## src/rtl/core/uass_pkg.sv

```systemverilog
// Shared types, constants and UTF-8 helpers of the string splitter.
`default_nettype none

package uass_pkg;

    localparam int SEP_REG_BYTES = 8;
    localparam int CFG_IDX_W     = 2;
    localparam int CFG_DATA_W    = 64;
    localparam int CP_W          = 21;
    localparam int SLEN_W        = 4;

    typedef enum logic [CFG_IDX_W-1:0] {
        CFG_SEP_MODE      = 2'd0,
        CFG_SEP_CODEPOINT = 2'd1,
        CFG_SEP_BYTES     = 2'd2,
        CFG_SEP_LENGTH    = 2'd3
    } t_cfg_idx;

    // UTF-8 tags and masks
    localparam logic [7:0] UTF_CONT_TAG = 8'h80;
    localparam logic [7:0] LEAD2_TAG    = 8'hC0;
    localparam logic [7:0] LEAD3_TAG    = 8'hE0;
    localparam logic [7:0] LEAD4_TAG    = 8'hF0;
    localparam logic [7:0] LEAD2_MASK   = 8'hE0;
    localparam logic [7:0] LEAD3_MASK   = 8'hF0;
    localparam logic [7:0] LEAD4_MASK   = 8'hF8;

    localparam logic [CP_W-1:0] CP_LIM1 = 21'h00080;
    localparam logic [CP_W-1:0] CP_LIM2 = 21'h00800;
    localparam logic [CP_W-1:0] CP_LIM3 = 21'h10000;

    typedef enum logic [1:0] {
        CELL_HOLD  = 2'd0,
        CELL_LOAD  = 2'd1,
        CELL_SHIFT = 2'd2
    } t_cell_op;

    typedef struct packed {
        logic [7:0] out_byte;
        logic       has_byte;
        logic       piece_end;
        logic       string_done;
        logic       last;
    } t_result;

    // Length of the character that a lead byte opens; 0 for a byte that cannot lead.
    function automatic logic [2:0] lead_len(input logic [7:0] b);
        logic [2:0] n;
        if (b < UTF_CONT_TAG) begin
            n = 3'd1;
        end else if ((b & LEAD2_MASK) == LEAD2_TAG) begin
            n = 3'd2;
        end else if ((b & LEAD3_MASK) == LEAD3_TAG) begin
            n = 3'd3;
        end else if ((b & LEAD4_MASK) == LEAD4_TAG) begin
            n = 3'd4;
        end else begin
            n = 3'd0;
        end
        return n;
    endfunction

endpackage

`default_nettype wire

```

## src/rtl/core/uass_if.sv

```systemverilog
// Valid/ready stream interfaces for the input bytes and the result items.
`default_nettype none

interface uass_in_if;
    logic       valid;
    logic       ready;
    logic [7:0] data_byte;
    logic       is_end;

    modport source (output valid, output data_byte, output is_end, input ready);
    modport sink   (input valid, input data_byte, input is_end, output ready);
endinterface

interface uass_out_if;
    logic       valid;
    logic       ready;
    logic [7:0] out_byte;
    logic       has_byte;
    logic       piece_end;
    logic       string_done;
    logic       last;

    modport source (output valid, output out_byte, output has_byte, output piece_end,
                    output string_done, output last, input ready);
    modport sink   (input valid, input out_byte, input has_byte, input piece_end,
                    input string_done, input last, output ready);
endinterface

`default_nettype wire

```

## src/rtl/core/uass_cell.sv

```systemverilog
// One window cell: holds a byte, shifts toward the head, compares with its separator byte.
`default_nettype none

module uass_cell (
    input  wire logic              i_clk,
    input  wire uass_pkg::t_cell_op i_op,
    input  wire logic [7:0]        i_in,
    input  wire logic [7:0]        i_next,
    input  wire logic [7:0]        i_sep,
    input  wire logic              i_held,
    input  wire logic              i_at,
    output logic [7:0]             o_byte,
    output logic                   o_eq
);

    logic [7:0] r_byte;
    logic [7:0] n_byte;

    always_comb begin
        case (i_op)
            uass_pkg::CELL_LOAD:  n_byte = i_in;
            uass_pkg::CELL_SHIFT: n_byte = i_next;
            default:              n_byte = r_byte;
        endcase
    end

    always_ff @(posedge i_clk) begin
        r_byte <= n_byte;
    end

    // A held byte compares itself; the slot just past the held bytes compares the new byte.
    assign o_eq   = i_held ? (r_byte == i_sep) : (i_at ? (i_in == i_sep) : 1'b1);
    assign o_byte = r_byte;

endmodule

`default_nettype wire

```

## src/rtl/core/uass_sep_enc.sv

```systemverilog
// Separator builder: byte string register or UTF-8 encoding of the separator character.
`default_nettype none

module uass_sep_enc #(
    parameter int LMAX = 8
) (
    input  wire logic                          i_mode,
    input  wire logic [uass_pkg::CP_W-1:0]     i_cp,
    input  wire logic [uass_pkg::CFG_DATA_W-1:0] i_bytes,
    input  wire logic [uass_pkg::SLEN_W-1:0]   i_slen,
    output logic [LMAX-1:0][7:0]               o_sep,
    output logic [uass_pkg::SLEN_W-1:0]        o_len
);

    always_comb begin
        o_sep = '0;
        o_len = '0;
        if (i_mode) begin
            if (i_cp < uass_pkg::CP_LIM1) begin
                o_sep[0] = i_cp[7:0];
                o_len    = 4'd1;
            end else if (i_cp < uass_pkg::CP_LIM2) begin
                o_sep[0] = uass_pkg::LEAD2_TAG | {3'b000, i_cp[10:6]};
                o_sep[1] = uass_pkg::UTF_CONT_TAG | {2'b00, i_cp[5:0]};
                o_len    = 4'd2;
            end else if (i_cp < uass_pkg::CP_LIM3) begin
                o_sep[0] = uass_pkg::LEAD3_TAG | {4'b0000, i_cp[15:12]};
                o_sep[1] = uass_pkg::UTF_CONT_TAG | {2'b00, i_cp[11:6]};
                o_sep[2] = uass_pkg::UTF_CONT_TAG | {2'b00, i_cp[5:0]};
                o_len    = 4'd3;
            end else begin
                // codepoints above the Unicode range keep the same bit layout
                o_sep[0] = uass_pkg::LEAD4_TAG | {5'b00000, i_cp[20:18]};
                o_sep[1] = uass_pkg::UTF_CONT_TAG | {2'b00, i_cp[17:12]};
                o_sep[2] = uass_pkg::UTF_CONT_TAG | {2'b00, i_cp[11:6]};
                o_sep[3] = uass_pkg::UTF_CONT_TAG | {2'b00, i_cp[5:0]};
                o_len    = 4'd4;
            end
        end else begin
            o_len = (i_slen > uass_pkg::SLEN_W'(LMAX)) ? uass_pkg::SLEN_W'(LMAX) : i_slen;
            for (int j = 0; j < LMAX; j++) begin
                o_sep[j] = i_bytes[8*j +: 8];
            end
        end
    end

endmodule

`default_nettype wire

```

## src/rtl/core/uass_out_q.sv

```systemverilog
// Two-entry result queue that decouples the window from the output handshake.
`default_nettype none

module uass_out_q (
    input  wire logic              i_clk,
    input  wire logic              i_rst_n,
    input  wire logic              i_push,
    input  wire uass_pkg::t_result i_push_data,
    output logic                   o_full,
    output logic                   o_valid,
    input  wire logic              i_ready,
    output uass_pkg::t_result      o_data
);

    uass_pkg::t_result r_mem [2];
    logic       r_wptr;
    logic       r_rptr;
    logic [1:0] r_cnt;
    logic       pop;

    assign pop     = o_valid && i_ready;
    assign o_valid = (r_cnt != 2'd0);
    assign o_full  = (r_cnt == 2'd2);
    assign o_data  = r_mem[r_rptr];

    always_ff @(posedge i_clk) begin
        if (i_push) begin
            r_mem[r_wptr] <= i_push_data;
        end
    end

    always_ff @(posedge i_clk) begin
        if (!i_rst_n) begin
            r_wptr <= 1'b0;
            r_rptr <= 1'b0;
            r_cnt  <= 2'd0;
        end else begin
            if (i_push) begin
                r_wptr <= ~r_wptr;
            end
            if (pop) begin
                r_rptr <= ~r_rptr;
            end
            case ({i_push, pop})
                2'b10:   r_cnt <= r_cnt + 2'd1;
                2'b01:   r_cnt <= r_cnt - 2'd1;
                default: r_cnt <= r_cnt;
            endcase
        end
    end

endmodule

`default_nettype wire

```

## src/rtl/core/utf8_aware_string_splitter.sv

```systemverilog
// Top level of the UTF-8 aware string splitter.
`default_nettype none

// The splitter takes a string one byte per transaction on i_in, closed by a
// transaction with is_end set, and returns the same bytes on o_out grouped
// into pieces. With a separator (a byte string of up to min(SEP_MAX, 8)
// bytes, or a character that the block UTF-8 encodes) it cuts at leftmost,
// non-overlapping matches; a match closes the piece with a byteless result,
// so back-to-back separators give empty pieces, and the end marker flushes
// the held bytes and closes the string. With a zero separator length every
// UTF-8 character becomes a piece; bad lead bytes and characters cut short
// by the end come out as single bytes. Held bytes live in a row of
// min(SEP_MAX, 8) - 1 window cells that shift toward the head cell; the
// separator compare runs across all cells in parallel. A plain byte leaves
// the block in ST_RUN. After a completed multi-byte character the head
// cell sends the rest of it, one byte a cycle while the queue is not full;
// an end marker sends every held byte, plus the closing result in separator
// mode; with nothing held it only closes the string. Results go through a
// two-entry queue, so i_in.ready never waits on o_out.ready in the same
// cycle; it drops only while reset is held, while the head cell drains a
// character or a flush, or while the queue is full. Write the configuration
// only while the block is idle; any write, even of the same value, drops the
// held bytes. Reset is synchronous and needs no clearing pass.
module utf8_aware_string_splitter #(
    parameter int SEP_MAX = 8
) (
    input  wire logic                            i_clk,
    input  wire logic                            i_rst_n,
    uass_in_if.sink                              i_in,
    uass_out_if.source                           o_out,
    input  wire logic                            i_cfg_we,
    input  wire logic [uass_pkg::CFG_IDX_W-1:0]  i_cfg_idx,
    input  wire logic [uass_pkg::CFG_DATA_W-1:0] i_cfg_data
);

    // Longest separator, cells in the window, and the fill counter width.
    localparam int LMAX = (SEP_MAX < uass_pkg::SEP_REG_BYTES) ? SEP_MAX
                                                              : uass_pkg::SEP_REG_BYTES;
    localparam int NC   = LMAX - 1;
    localparam int CW   = $clog2(LMAX);

    // Drain sequencer: one-hot.
    typedef enum logic [3:0] {
        ST_RUN      = 4'b0001,   // take input bytes
        ST_SEP_END  = 4'b0010,   // flush window after end marker, then close string
        ST_CHR_DONE = 4'b0100,   // send rest of a completed character
        ST_CHR_END  = 4'b1000    // re-split held bytes after end marker
    } t_state;

    // Configuration registers
    logic                            r_mode;
    logic [uass_pkg::CP_W-1:0]       r_cp;
    logic [uass_pkg::CFG_DATA_W-1:0] r_bytes;
    logic [uass_pkg::SLEN_W-1:0]     r_slen;

    // Control state
    t_state        r_state, n_state;
    logic [CW-1:0] r_count, n_count;
    logic [1:0]    r_need,  n_need;
    logic [1:0]    r_run,   n_run;

    // Separator
    logic [LMAX-1:0][7:0]        sep;
    logic [uass_pkg::SLEN_W-1:0] sep_len;

    // Window cells
    uass_pkg::t_cell_op cell_op   [NC];
    logic [7:0]         cell_byte [NC];
    logic [7:0]         cell_next [NC];
    logic [NC-1:0]      cell_eq;
    logic               last_eq;
    logic               match;

    // Datapath helpers
    logic              acc;
    logic              q_full;
    logic              emit;
    uass_pkg::t_result emit_res;
    uass_pkg::t_result q_data;
    logic [7:0]        b;
    logic [7:0]        head;
    logic [2:0]        lead_b;
    logic [2:0]        lead_h;
    logic [2:0]        step_n;
    logic              at_last;
    logic              fin;

    function automatic uass_pkg::t_result mk_res(input logic [7:0] byte_v, input logic has,
                                                 input logic pe, input logic done,
                                                 input logic lst);
        uass_pkg::t_result r;
        r.out_byte    = has ? byte_v : 8'h00;
        r.has_byte    = has;
        r.piece_end   = pe;
        r.string_done = done;
        r.last        = lst;
        return r;
    endfunction

    //------------------------------------------------------------------
    // Configuration port
    //------------------------------------------------------------------
    always_ff @(posedge i_clk) begin
        if (!i_rst_n) begin
            r_mode  <= 1'b0;
            r_cp    <= '0;
            r_bytes <= '0;
            r_slen  <= '0;
        end else if (i_cfg_we) begin
            case (uass_pkg::t_cfg_idx'(i_cfg_idx))
                uass_pkg::CFG_SEP_MODE:      r_mode  <= i_cfg_data[0];
                uass_pkg::CFG_SEP_CODEPOINT: r_cp    <= i_cfg_data[uass_pkg::CP_W-1:0];
                uass_pkg::CFG_SEP_BYTES:     r_bytes <= i_cfg_data;
                uass_pkg::CFG_SEP_LENGTH:    r_slen  <= i_cfg_data[uass_pkg::SLEN_W-1:0];
                default:                     r_mode  <= r_mode;
            endcase
        end
    end

    uass_sep_enc #(
        .LMAX (LMAX)
    ) u_sep_enc (
        .i_mode  (r_mode),
        .i_cp    (r_cp),
        .i_bytes (r_bytes),
        .i_slen  (r_slen),
        .o_sep   (sep),
        .o_len   (sep_len)
    );

    //------------------------------------------------------------------
    // Window cell row; each cell shifts from its neighbor above, the top
    // cell takes the incoming byte.
    //------------------------------------------------------------------
    genvar g;
    generate
        for (g = 0; g < NC; g++) begin : g_cell
            if (g == NC - 1) begin : g_top
                assign cell_next[g] = b;
            end else begin : g_mid
                assign cell_next[g] = cell_byte[g+1];
            end

            uass_cell u_cell (
                .i_clk  (i_clk),
                .i_op   (cell_op[g]),
                .i_in   (b),
                .i_next (cell_next[g]),
                .i_sep  (sep[g]),
                .i_held (CW'(g) < r_count),
                .i_at   (CW'(g) == r_count),
                .o_byte (cell_byte[g]),
                .o_eq   (cell_eq[g])
            );
        end
    endgenerate

    // The last separator position has no cell: only the new byte lands there.
    assign last_eq = (r_count == CW'(NC)) ? (b == sep[NC]) : 1'b1;
    assign match   = (&cell_eq) && last_eq;

    //------------------------------------------------------------------
    // Sequencer
    //------------------------------------------------------------------
    assign b       = i_in.data_byte;
    assign head    = cell_byte[0];
    assign acc     = i_in.valid && i_in.ready;
    assign lead_b  = uass_pkg::lead_len(b);
    assign lead_h  = uass_pkg::lead_len(head);
    assign at_last = ((uass_pkg::SLEN_W'(r_count) + 4'd1) == sep_len);
    assign fin     = (r_count == CW'(1));

    // Piece length at the head while re-splitting; a lead that does not fit goes alone.
    always_comb begin
        if (r_run != 2'd0) begin
            step_n = {1'b0, r_run};
        end else if (lead_h == 3'd0 || 4'(lead_h) > 4'(r_count)) begin
            step_n = 3'd1;
        end else begin
            step_n = lead_h;
        end
    end

    // Hold off input while reset is asserted, while draining, or while the queue is full.
    assign i_in.ready = i_rst_n && (r_state == ST_RUN) && !q_full;

    always_comb begin
        n_state  = r_state;
        n_count  = r_count;
        n_need   = r_need;
        n_run    = r_run;
        emit     = 1'b0;
        emit_res = mk_res(8'h00, 1'b0, 1'b0, 1'b0, 1'b0);
        for (int j = 0; j < NC; j++) begin
            cell_op[j] = uass_pkg::CELL_HOLD;
        end

        case (r_state)
            ST_RUN: begin
                if (acc) begin
                    if (i_in.is_end) begin
                        n_need = 2'd0;
                        if (r_count == '0) begin
                            // nothing held: close the string at once
                            emit     = 1'b1;
                            emit_res = mk_res(8'h00, 1'b0, (sep_len != '0), 1'b1, 1'b1);
                        end else if (sep_len != '0) begin
                            emit     = 1'b1;
                            emit_res = mk_res(head, 1'b1, 1'b0, 1'b0, 1'b0);
                            for (int j = 0; j < NC; j++) begin
                                cell_op[j] = uass_pkg::CELL_SHIFT;
                            end
                            n_count = r_count - CW'(1);
                            n_state = ST_SEP_END;
                        end else begin
                            emit     = 1'b1;
                            emit_res = mk_res(head, 1'b1, (step_n == 3'd1), fin, fin);
                            for (int j = 0; j < NC; j++) begin
                                cell_op[j] = uass_pkg::CELL_SHIFT;
                            end
                            n_run   = 2'(step_n - 3'd1);
                            n_count = r_count - CW'(1);
                            n_state = fin ? ST_RUN : ST_CHR_END;
                        end
                    end else if (sep_len != '0) begin
                        if (!at_last) begin
                            // window not yet separator-long: append
                            for (int j = 0; j < NC; j++) begin
                                if (CW'(j) == r_count) begin
                                    cell_op[j] = uass_pkg::CELL_LOAD;
                                end
                            end
                            n_count = r_count + CW'(1);
                        end else if (match) begin
                            emit     = 1'b1;
                            emit_res = mk_res(8'h00, 1'b0, 1'b1, 1'b0, 1'b1);
                            n_count  = '0;
                        end else begin
                            // no match: release the oldest byte, slide the window
                            emit     = 1'b1;
                            emit_res = mk_res((r_count == '0) ? b : head, 1'b1, 1'b0, 1'b0,
                                              1'b1);
                            for (int j = 0; j < NC; j++) begin
                                cell_op[j] = (CW'(j + 1) == r_count) ? uass_pkg::CELL_LOAD
                                                                     : uass_pkg::CELL_SHIFT;
                            end
                        end
                    end else if (r_count == '0) begin
                        if (lead_b <= 3'd1) begin
                            emit     = 1'b1;
                            emit_res = mk_res(b, 1'b1, 1'b1, 1'b0, 1'b1);
                        end else begin
                            cell_op[0] = uass_pkg::CELL_LOAD;
                            n_count    = CW'(1);
                            n_need     = 2'(lead_b - 3'd1);
                        end
                    end else if (r_need == 2'd1) begin
                        // character complete: send the head now, rest from ST_CHR_DONE
                        emit     = 1'b1;
                        emit_res = mk_res(head, 1'b1, 1'b0, 1'b0, 1'b0);
                        for (int j = 0; j < NC; j++) begin
                            cell_op[j] = (CW'(j + 1) == r_count) ? uass_pkg::CELL_LOAD
                                                                 : uass_pkg::CELL_SHIFT;
                        end
                        n_need  = 2'd0;
                        n_state = ST_CHR_DONE;
                    end else begin
                        for (int j = 0; j < NC; j++) begin
                            if (CW'(j) == r_count) begin
                                cell_op[j] = uass_pkg::CELL_LOAD;
                            end
                        end
                        n_count = r_count + CW'(1);
                        n_need  = r_need - 2'd1;
                    end
                end
            end

            ST_SEP_END: begin
                if (!q_full) begin
                    emit = 1'b1;
                    if (r_count != '0) begin
                        emit_res = mk_res(head, 1'b1, 1'b0, 1'b0, 1'b0);
                        for (int j = 0; j < NC; j++) begin
                            cell_op[j] = uass_pkg::CELL_SHIFT;
                        end
                        n_count = r_count - CW'(1);
                    end else begin
                        emit_res = mk_res(8'h00, 1'b0, 1'b1, 1'b1, 1'b1);
                        n_state  = ST_RUN;
                    end
                end
            end

            ST_CHR_DONE: begin
                if (!q_full) begin
                    emit     = 1'b1;
                    emit_res = mk_res(head, 1'b1, fin, 1'b0, fin);
                    for (int j = 0; j < NC; j++) begin
                        cell_op[j] = uass_pkg::CELL_SHIFT;
                    end
                    n_count = r_count - CW'(1);
                    if (fin) begin
                        n_state = ST_RUN;
                    end
                end
            end

            ST_CHR_END: begin
                if (!q_full) begin
                    emit     = 1'b1;
                    emit_res = mk_res(head, 1'b1, (step_n == 3'd1), fin, fin);
                    for (int j = 0; j < NC; j++) begin
                        cell_op[j] = uass_pkg::CELL_SHIFT;
                    end
                    n_run   = 2'(step_n - 3'd1);
                    n_count = r_count - CW'(1);
                    if (fin) begin
                        n_state = ST_RUN;
                    end
                end
            end

            default: begin
                n_state = ST_RUN;
            end
        endcase
    end

    always_ff @(posedge i_clk) begin
        if (!i_rst_n) begin
            r_state <= ST_RUN;
            r_count <= '0;
            r_need  <= 2'd0;
            r_run   <= 2'd0;
        end else if (i_cfg_we) begin
            // any register write drops the held bytes
            r_state <= ST_RUN;
            r_count <= '0;
            r_need  <= 2'd0;
            r_run   <= 2'd0;
        end else begin
            r_state <= n_state;
            r_count <= n_count;
            r_need  <= n_need;
            r_run   <= n_run;
        end
    end

    //------------------------------------------------------------------
    // Result queue
    //------------------------------------------------------------------
    uass_out_q u_out_q (
        .i_clk       (i_clk),
        .i_rst_n     (i_rst_n),
        .i_push      (emit),
        .i_push_data (emit_res),
        .o_full      (q_full),
        .o_valid     (o_out.valid),
        .i_ready     (o_out.ready),
        .o_data      (q_data)
    );

    assign o_out.out_byte    = q_data.out_byte;
    assign o_out.has_byte    = q_data.has_byte;
    assign o_out.piece_end   = q_data.piece_end;
    assign o_out.string_done = q_data.string_done;
    assign o_out.last        = q_data.last;

endmodule

`default_nettype wire

```

## src/flat_wrapper.sv

```systemverilog
// flat-port wrapper written by rule: the top's interface ports become plain ports
module utf8_aware_string_splitter_flat 
#(
    parameter int SEP_MAX = 8
)
  (i_clk, i_rst_n, i_cfg_we, i_cfg_idx, i_cfg_data, i_in_valid, i_in_data_byte, i_in_is_end, i_in_ready, o_out_valid, o_out_out_byte, o_out_has_byte, o_out_piece_end, o_out_string_done, o_out_last, o_out_ready);
  uass_in_if i_in_i ();
  uass_out_if o_out_i ();
  input  wire logic i_clk;
  input  wire logic i_rst_n;
  input  wire logic i_cfg_we;
  input  wire logic [uass_pkg::CFG_IDX_W-1:0] i_cfg_idx;
  input  wire logic [uass_pkg::CFG_DATA_W-1:0] i_cfg_data;
  input wire logic [$bits(i_in_i.valid)-1:0] i_in_valid;
  input wire logic [$bits(i_in_i.data_byte)-1:0] i_in_data_byte;
  input wire logic [$bits(i_in_i.is_end)-1:0] i_in_is_end;
  output wire logic [$bits(i_in_i.ready)-1:0] i_in_ready;
  output wire logic [$bits(o_out_i.valid)-1:0] o_out_valid;
  output wire logic [$bits(o_out_i.out_byte)-1:0] o_out_out_byte;
  output wire logic [$bits(o_out_i.has_byte)-1:0] o_out_has_byte;
  output wire logic [$bits(o_out_i.piece_end)-1:0] o_out_piece_end;
  output wire logic [$bits(o_out_i.string_done)-1:0] o_out_string_done;
  output wire logic [$bits(o_out_i.last)-1:0] o_out_last;
  input wire logic [$bits(o_out_i.ready)-1:0] o_out_ready;
  assign i_in_i.valid = i_in_valid;
  assign i_in_i.data_byte = i_in_data_byte;
  assign i_in_i.is_end = i_in_is_end;
  assign i_in_ready = i_in_i.ready;
  assign o_out_valid = o_out_i.valid;
  assign o_out_out_byte = o_out_i.out_byte;
  assign o_out_has_byte = o_out_i.has_byte;
  assign o_out_piece_end = o_out_i.piece_end;
  assign o_out_string_done = o_out_i.string_done;
  assign o_out_last = o_out_i.last;
  assign o_out_i.ready = o_out_ready;
  utf8_aware_string_splitter #(.SEP_MAX(SEP_MAX)) u_core (.i_clk(i_clk), .i_rst_n(i_rst_n), .i_in(i_in_i), .o_out(o_out_i), .i_cfg_we(i_cfg_we), .i_cfg_idx(i_cfg_idx), .i_cfg_data(i_cfg_data));
endmodule
```

## config.mk

```make
export PLATFORM = sky130hd
export DESIGN_NAME = utf8_aware_string_splitter_flat
export DESIGN_NICKNAME = d
export VERILOG_FILES = /design/src/rtl/core/uass_pkg.sv /design/src/rtl/core/uass_if.sv /design/src/rtl/core/uass_cell.sv /design/src/rtl/core/uass_sep_enc.sv /design/src/rtl/core/uass_out_q.sv /design/src/rtl/core/utf8_aware_string_splitter.sv /design/src/flat_wrapper.sv
export SDC_FILE = /design/constraint.sdc
export NUM_CORES = 1
export LEC_CHECK = 0
export BUFFER_PORTS_ARGS = -buffer_cell sky130_fd_sc_hd__buf_2
export CELL_PAD_IN_SITES_DETAIL_PLACEMENT = 1
export CELL_PAD_IN_SITES_GLOBAL_PLACEMENT = 1
export CORE_UTILIZATION = 44
export CTS_CLUSTER_DIAMETER = 50
export DETAILED_ROUTE_END_ITERATION = 10
export GPL_ROUTABILITY_DRIVEN = 0
export PLACE_DENSITY_LB_ADDON = 0.1
export SETUP_SLACK_MARGIN = 0.5
export SLEW_MARGIN = 5
export SYNTH_ARGS = -nofsm -noshare
export SYNTH_HDL_FRONTEND = slang
export SYNTH_SLANG_ARGS = --single-unit
```

## constraint.sdc

```tcl
create_clock -name i_clk -period 9.1 [get_ports i_clk]
set_input_delay 0.91 -clock i_clk [delete_from_list [all_inputs] [get_ports i_clk]]
set_output_delay 0.91 -clock i_clk [all_outputs]
set_load 0.02 [all_outputs]
```

## Yosys cells after proc, flatten, opt, wreduce, memory -nomap -nowiden

Memory sizes are Yosys's and may differ from the RTL's. A register that Yosys moved wholly into a read port is not among the register bits.
Cells that the tools add are included.

- Memories: 1
- Register bits: 161
- Output and inout port bits: 14
- Memory bits (read-only): 0
- Bits in latches: 0
- Logic and storage cells: 295
- Input port bits: 80
- RAM bits: 24

- Reduce and logical (&&, ||, !) cells: 36
- Add/subtract/negate cells: 8
- Mux-type cells: 139
- Shifts and indexed selects: 0
- $mul: 0
- Eq/ne operators: 75
- Div/mod/pow operators: 0
- Bitwise operators: 3
- $lt $le $gt $ge: 15

Memories:

| name | words | bits a word | read ports | clocked after memory_dff | wr ports | line | RTL |
|---|---|---|---|---|---|---|---|
| u_core.u_out_q.r_mem | 2 | 12 | 1 | 1 | 1 | uass_out_q.sv:15 | `uass_pkg::t_result r_mem [2];` |

Operators by type and width:

| kind | number |
|---|---|
| $mux W12 | 14 |
| $mux W14 | 10 |
| $eq A8 B8 Y1 | 15 |
| $pmux W8 S2 | 6 |
| $mux W3 | 25 |
| $mux W32 | 2 |
| $mux W4 | 15 |
| $pmux W12 S4 | 1 |
| $pmux W14 S3 | 1 |
| $mux W2 | 18 |
| $mux W1 | 35 |
| $mux W16 | 2 |
| $mux W24 | 1 |
| $mux W8 | 3 |
| $eq A2 B2 Y1 const B | 11 |
| $mux W22 | 1 |
| $lt A21 B12 Y1 const B | 1 |
| $lt A21 B17 Y1 const B | 1 |
| $lt A21 B8 Y1 const B | 1 |
| $eq A2 B1 Y1 const B | 10 |
| $reduce_bool A2 Y1 | 10 |
| $lt A8 B8 Y1 const B | 2 |
| $ne A2 B2 Y1 const B | 8 |
| $eq A3 B3 Y1 const A | 4 |
| other kinds (46) | 79 |

## Depth between registers and ports, before layout

- Depth after elaboration: 18
- Gate-level depth with buffers: 18
- Gate-level depth less buffers: 15

## Hierarchy

A second synthesis with hierarchy kept.

- Cell total of the unflattened synthesis: 1271
- Area, all modules: 11607.4 µm²

Modules (own cells, without submodules):

| module | cells an instance | area each (µm²) | seq. area each (µm²) | times used |
|---|---|---|---|---|
| utf8_aware_string_splitter | 732 | 5665.4 | 2021.9 | 1 |
| uass_cell | 44 | 539.3 | 240.2 | 7 |
| uass_out_q | 60 | 1087.3 | 820.8 | 1 |
| uass_sep_enc | 171 | 1079.8 | 0.0 | 1 |

## Worst setup path after synthesis

No wires, ideal clock.

- Path type: input to register
- Start point: input i_in_data_byte[0]
- End point: register u_core.g_cell[0].u_cell.r_byte[5] (data pin)
- Required time: 8831 ps
- Stages on the path: 15
- Slack: 4874 ps
- Path buffers: 2
- Data arrival time: 3957 ps
- Library setup time: 269 ps
- Cells stage by stage: clkbuf_1 clkinv_1 a221oi_1 a31oi_1 or3_1 nor4b_1 nand4_1 a311oi_2 a31oi_4 a21o_1 a22o_1 nand2_1 ha_1 clkbuf_1 o21ai_0

- Cells in the longest elaborated chain, start to end: 13
- Elaborated cells on any way between the ends: 39
- Those cells by class: order compare (2); eq/ne (10); mux (25); reduce/logical (2)

RTL lines:

| element | line | RTL |
|---|---|---|
| start: declaration | flat_wrapper.sv:15 | `input wire logic [$bits(i_in_i.data_byte)-1:0] i_in_data_byte;` |
| branches (longest 7 deep; another with $lt A8 B8 Y1) | n/a |  |
| $mux W14 * | utf8_aware_string_splitter.sv:225 | `end else if (sep_len != '0) begin` |
| $mux W14 * | utf8_aware_string_splitter.sv:201 | `if (i_in.is_end) begin` |
| $mux W14 * | utf8_aware_string_splitter.sv:200 | `if (acc) begin` |
| $pmux W14 S3 * | utf8_aware_string_splitter.sv:198 | `case (r_state)` |
| $eq A2 B2 Y1 or $eq A2 B1 Y1 (tied branches) | uass_cell.sv:20 | `case (i_op)` |
| $pmux W8 S2 * | uass_cell.sv:20 |  |
| named net u_core.g_cell[0].u_cell.n_byte[5] | uass_cell.sv:17 | `logic [7:0] n_byte;` |
| end signal: assignment | uass_cell.sv:28 | `r_byte <= n_byte;` |
| end: declaration | uass_cell.sv:16 | `logic [7:0] r_byte;` |

Mark *: on every way through the listed nets, which the timed path passes.
A chain may end at the register's enable or synchronous reset.

## Worst setup path in the final report

- Start point: register u_core.r_cp[11] (netlist name)
- End point: register u_core.g_cell[5].u_cell.r_byte[6] (data pin)

- Cells in the longest elaborated chain, start to end: 18
- Elaborated cells on any way between the ends: 43
- Those cells by class: order compare (3); eq/ne (11); mux (26); reduce/logical (3)

RTL lines:

| element | line | RTL |
|---|---|---|
| start: declaration | utf8_aware_string_splitter.sv:52 | `logic [uass_pkg::CP_W-1:0] r_cp;` |
| start signal: assignment | utf8_aware_string_splitter.sv:112 | `uass_pkg::CFG_SEP_CODEPOINT: r_cp <= i_cfg_data[uass_pkg::CP_W-1:0];` |
| $lt A21 B17 Y1 | uass_sep_enc.sv:26 | `end else if (i_cp < uass_pkg::CP_LIM3) begin` |
| $mux W8 or $mux W22 (tied branches) | uass_sep_enc.sv:26 |  |
| $mux W16 | uass_sep_enc.sv:22 | `end else if (i_cp < uass_pkg::CP_LIM2) begin` |
| $mux W24 or $mux W8 (tied branches) | uass_sep_enc.sv:19 | `if (i_cp < uass_pkg::CP_LIM1) begin` |
| $mux W32 | uass_sep_enc.sv:18 | `if (i_mode) begin` |
| $eq A8 B8 Y1 | uass_cell.sv:32 | `assign o_eq = i_held ? (r_byte == i_sep) : (i_at ? (i_in == i_sep) : 1'b1);` |
| $mux W1 (2 in series) | uass_cell.sv:32 |  |
| $reduce_and A7 Y1 | utf8_aware_string_splitter.sv:160 | `assign match = (&cell_eq) && last_eq;` |
| [... 2 more ...] | n/a |  |
| $mux W14 | utf8_aware_string_splitter.sv:226 | `if (!at_last) begin` |
| $mux W14 * | utf8_aware_string_splitter.sv:225 |  |
| $mux W14 * | utf8_aware_string_splitter.sv:201 |  |
| $mux W14 * | utf8_aware_string_splitter.sv:200 |  |
| $pmux W14 S3 * | utf8_aware_string_splitter.sv:198 |  |
| $eq A2 B2 Y1 or $eq A2 B1 Y1 (tied branches) | uass_cell.sv:20 |  |
| $pmux W8 S2 * | uass_cell.sv:20 |  |
| named net u_core.g_cell[5].u_cell.n_byte[6] | uass_cell.sv:17 |  |
| end signal: assignment | uass_cell.sv:28 |  |
| end: declaration | uass_cell.sv:16 |  |

Mark *: on every way through the listed nets, which the timed path passes. The rest lies on a longest branch.

==> impl_metrics.ini <==
[synth]
syn_inst = 1547
syn-cell-area_mm2 = 0.0126
syn_area_per_cell_um2 = 8.12
ys_seq_area_frac = 0.360
synth_nets = 1646
ys_ff_latch = 186
ys_types = 83
ys_warn_count = 0
synth-edff-count = 80
synthFlopType = dfxtp_1
synthArstFlopShare = 0

[finish]
num_antenna_cells = 0
n_fill_cell = 3444
final_area_mm2 = 0.0138
final_layout_size_suffix_gt1_frac = 0.119
num-nets-final = 1653
fin_util = 0.493
syn2layout_area_growth_pct = 9.55

[placement]
post-place-ws_ps = 3980
portBuffers = 93
hpwl_um = 34000
placed_cell_area_mm2 = 0.0132

[clock_network]
cts_buffers = 17
cts_resized = 0
cts.sinks = 186
clock_path_buffers = 2
cts_root_buf = clkbuf_16
clkSlewWorstSetupHoldPaths_ps = 80
cts_tree = built
post-cts-setup-buffer-count = 0
cts_max_level = 4
ctsHoldBuffers = 0
clk_latency_ps = 470

[detailed_routing]
drc = 0
vias_per_cell = 6.44
vias = 12500
antenna_left = 0
drt_first_pass_iters = 5
wl_per_cell_um = 24.6
drtIter0Drc = 1292
routed_wl_um = 47900

[floorplanning]
die_area_mm2 = 0.0292
dieWidth_um = 171
start_util = 0.450
core_area_mm2 = 0.0279
rows = 61
die_h_um = 171
io_pins = 94

[pwr]
total_power_mw = 2.21
power_density_mw_per_mm2 = 161
leakagePower_nw = 4.73
ir_drop_uv = 133

[grt]
track_usage = 0.334
grt_pass1_wl_um = 73100
grt_max_degree = 99
antenna_found_initial = 0
grt_pass1_vias = 12400
grt-ovfl-total = 0

[run_status]
status = completed

[sta]
tns_ps = 0
relSlewSlack = 0.290
period_minus_slack_ps = 5270
fin_ws_ps = 3830
period_share = 0.580
slew_viol_final = 0
setup_viol = 0
rsz0062_at_grt = no
max_freq_mhz = 190
max_slew.worst_pin.slew_ps = 1060
hold_viol_final = 0
finClkSkew_ps = 18.8

[setup_path]
cp_max_fo = 19
crit_path_end_kind = register
cp-start-kind = register
crit_start = u_core.r_cp[11]
arrival_ps = 5460
required_ps = 9280
critPathKind = register to register
reg2reg_from = u_core.r_cp[11]

[job]
maxCapViolations = 0

[worst_hold_path]
hp-class = register to register
hp-start = u_core.r_need[1]
-- placed cells by master, fill, tap and decap left out, types with 31 or more instances in the layout --
master      n
a21boi_0   88
a21oi_1    42
a31oi_1    31
buf_2      93
dfxtp_1   105
edfxtp_1   80
inv_1      54
nand2_1   279
nor2_1     96
o21ai_0   136
xnor2_1    55
xor2_1     31
-- final timing paths --
path | cells past startpoint | end | slack (ps)
worst min register to register | 2 | u_core.r_need[1] | 500
worst max-delay path | 14 | u_core.g_cell[5].u_cell.o_byte[6] | 3830
worst max register to register | 14 | u_core.g_cell[5].u_cell.o_byte[6] | 3830
worst min-delay path | 2 | u_core.r_need[1] | 500
-- registers in the layout (all words and copies together) (netlist names), named ones only --
register	count
u_core.r_count	3
u_core.u_out_q.r_wptr	1
u_core.r_slen	4
u_core.u_out_q.r_rptr	1
u_core.u_out_q.r_mem	24
u_core.r_mode	1
u_core.r_state	4
u_core.r_bytes	64
u_core.u_out_q.r_cnt	2
u_core.r_run	2
u_core.g_cell.u_cell.o_byte	56
u_core.r_need	2
u_core.r_cp	21
-- layer usage --
metal | up-vias | share of wire | GRT usage
met1 | 6123 | 0.42 | 0.449
met3 | 135 | 0.084 | 0.0444
met5 | - | 0 | 0
li1 | 5644 | - | -
met2 | 616 | 0.45 | 0.533
met4 | 0 | 0.039 | 0.147
-- area by class of cell --
class,count,area (um^2),share of cell area
Tap cell,378,473,0.0344
Sequential cell,186,4530,0.329
Inverter,56,210,0.0153
Multi-Input combinational cell,1179,7350,0.534
Clock buffer,17,425,0.0309
Timing Repair Buffer,114,623,0.0453
Clock inverter,15,156,0.0114
-- power by group --
part,switching (mW),internal (mW),total [mW]
registers,0.0661,0.918,0.984
clock network,0.383,0.388,0.770
logic,0.290,0.169,0.459
-- synth_stat cells, types with 5 or more instances --
cell type | instances | area, um^2
nor3b_1 | 7 | 52.6
nor4_1 | 11 | 68.8
clkbuf_1 | 109 | 409
nand3_1 | 16 | 80.1
inv_1 | 54 | 203
a21oi_1 | 42 | 210
o211ai_1 | 12 | 90.1
mux2_2 | 15 | 169
or4_1 | 6 | 45.0
o21ai_0 | 136 | 681
nand2b_1 | 9 | 56.3
a211oi_1 | 11 | 82.6
a221oi_1 | 5 | 43.8
nand2_1 | 279 | 1050
a311oi_1 | 9 | 78.8
dfxtp_1 | 106 | 2120
o32ai_1 | 21 | 184
nor2_1 | 97 | 364
a32oi_1 | 5 | 43.8
a21boi_0 | 88 | 661
mux2i_1 | 19 | 190
nor3_1 | 16 | 80.1
nor4b_1 | 9 | 78.8
and3_1 | 10 | 62.6
nor4bb_1 | 13 | 130
xor2_1 | 31 | 272
o221ai_1 | 6 | 52.6
and2_1 | 5 | 31.3
xnor2_1 | 55 | 482
buf_1 | 9 | 33.8
or3_1 | 11 | 68.8
a21o_1 | 6 | 45.0
o22ai_1 | 21 | 131
a31oi_1 | 31 | 194
nand4_1 | 21 | 131
o31ai_1 | 6 | 45.0
a41oi_1 | 8 | 70.1
a22oi_1 | 10 | 75.1
buf_2 | 7 | 35.0
a2bb2oi_1 | 7 | 61.3
nor2b_1 | 21 | 131
ha_1 | 19 | 238
edfxtp_1 | 80 | 2400
nand3b_1 | 9 | 67.6
-- kinds of logic after synthesis --
kind of cell,after synthesis,synth area share
muxes,34,0.0286
xor gates and xnor gates,86,0.0600
DFF,186,0.360
adders and majority gates,19,0.0189
and+or+nand+nor,558,0.213
buffers and inverters,182,0.0557
AOI/OAI and AO/OA,482,0.264
-- through the flow --
step           std cells  hold slack, ps
3_3_place_gp        1913             472
5_1_grt             1945             531
4_1_cts             1945             501
3_5_place_dp        1913             480
6_report            1945             498
2_1_floorplan       1547             443
-- critical path: stages, from the launching register on --
cell and delay, ps:
dfxtp_1 570, nor4_2 900, nand4_1 640, o22ai_1 330
a21oi_1 90, a221oi_1 430, a41oi_1 200, a311oi_2 390
a31oi_4 220, a21o_1 250, nand2_1 190, o21ai_0 160
ha_1 370, nand2_1 140, o21ai_0 110
No activity file was read; power rests on OpenSTA's default activity.
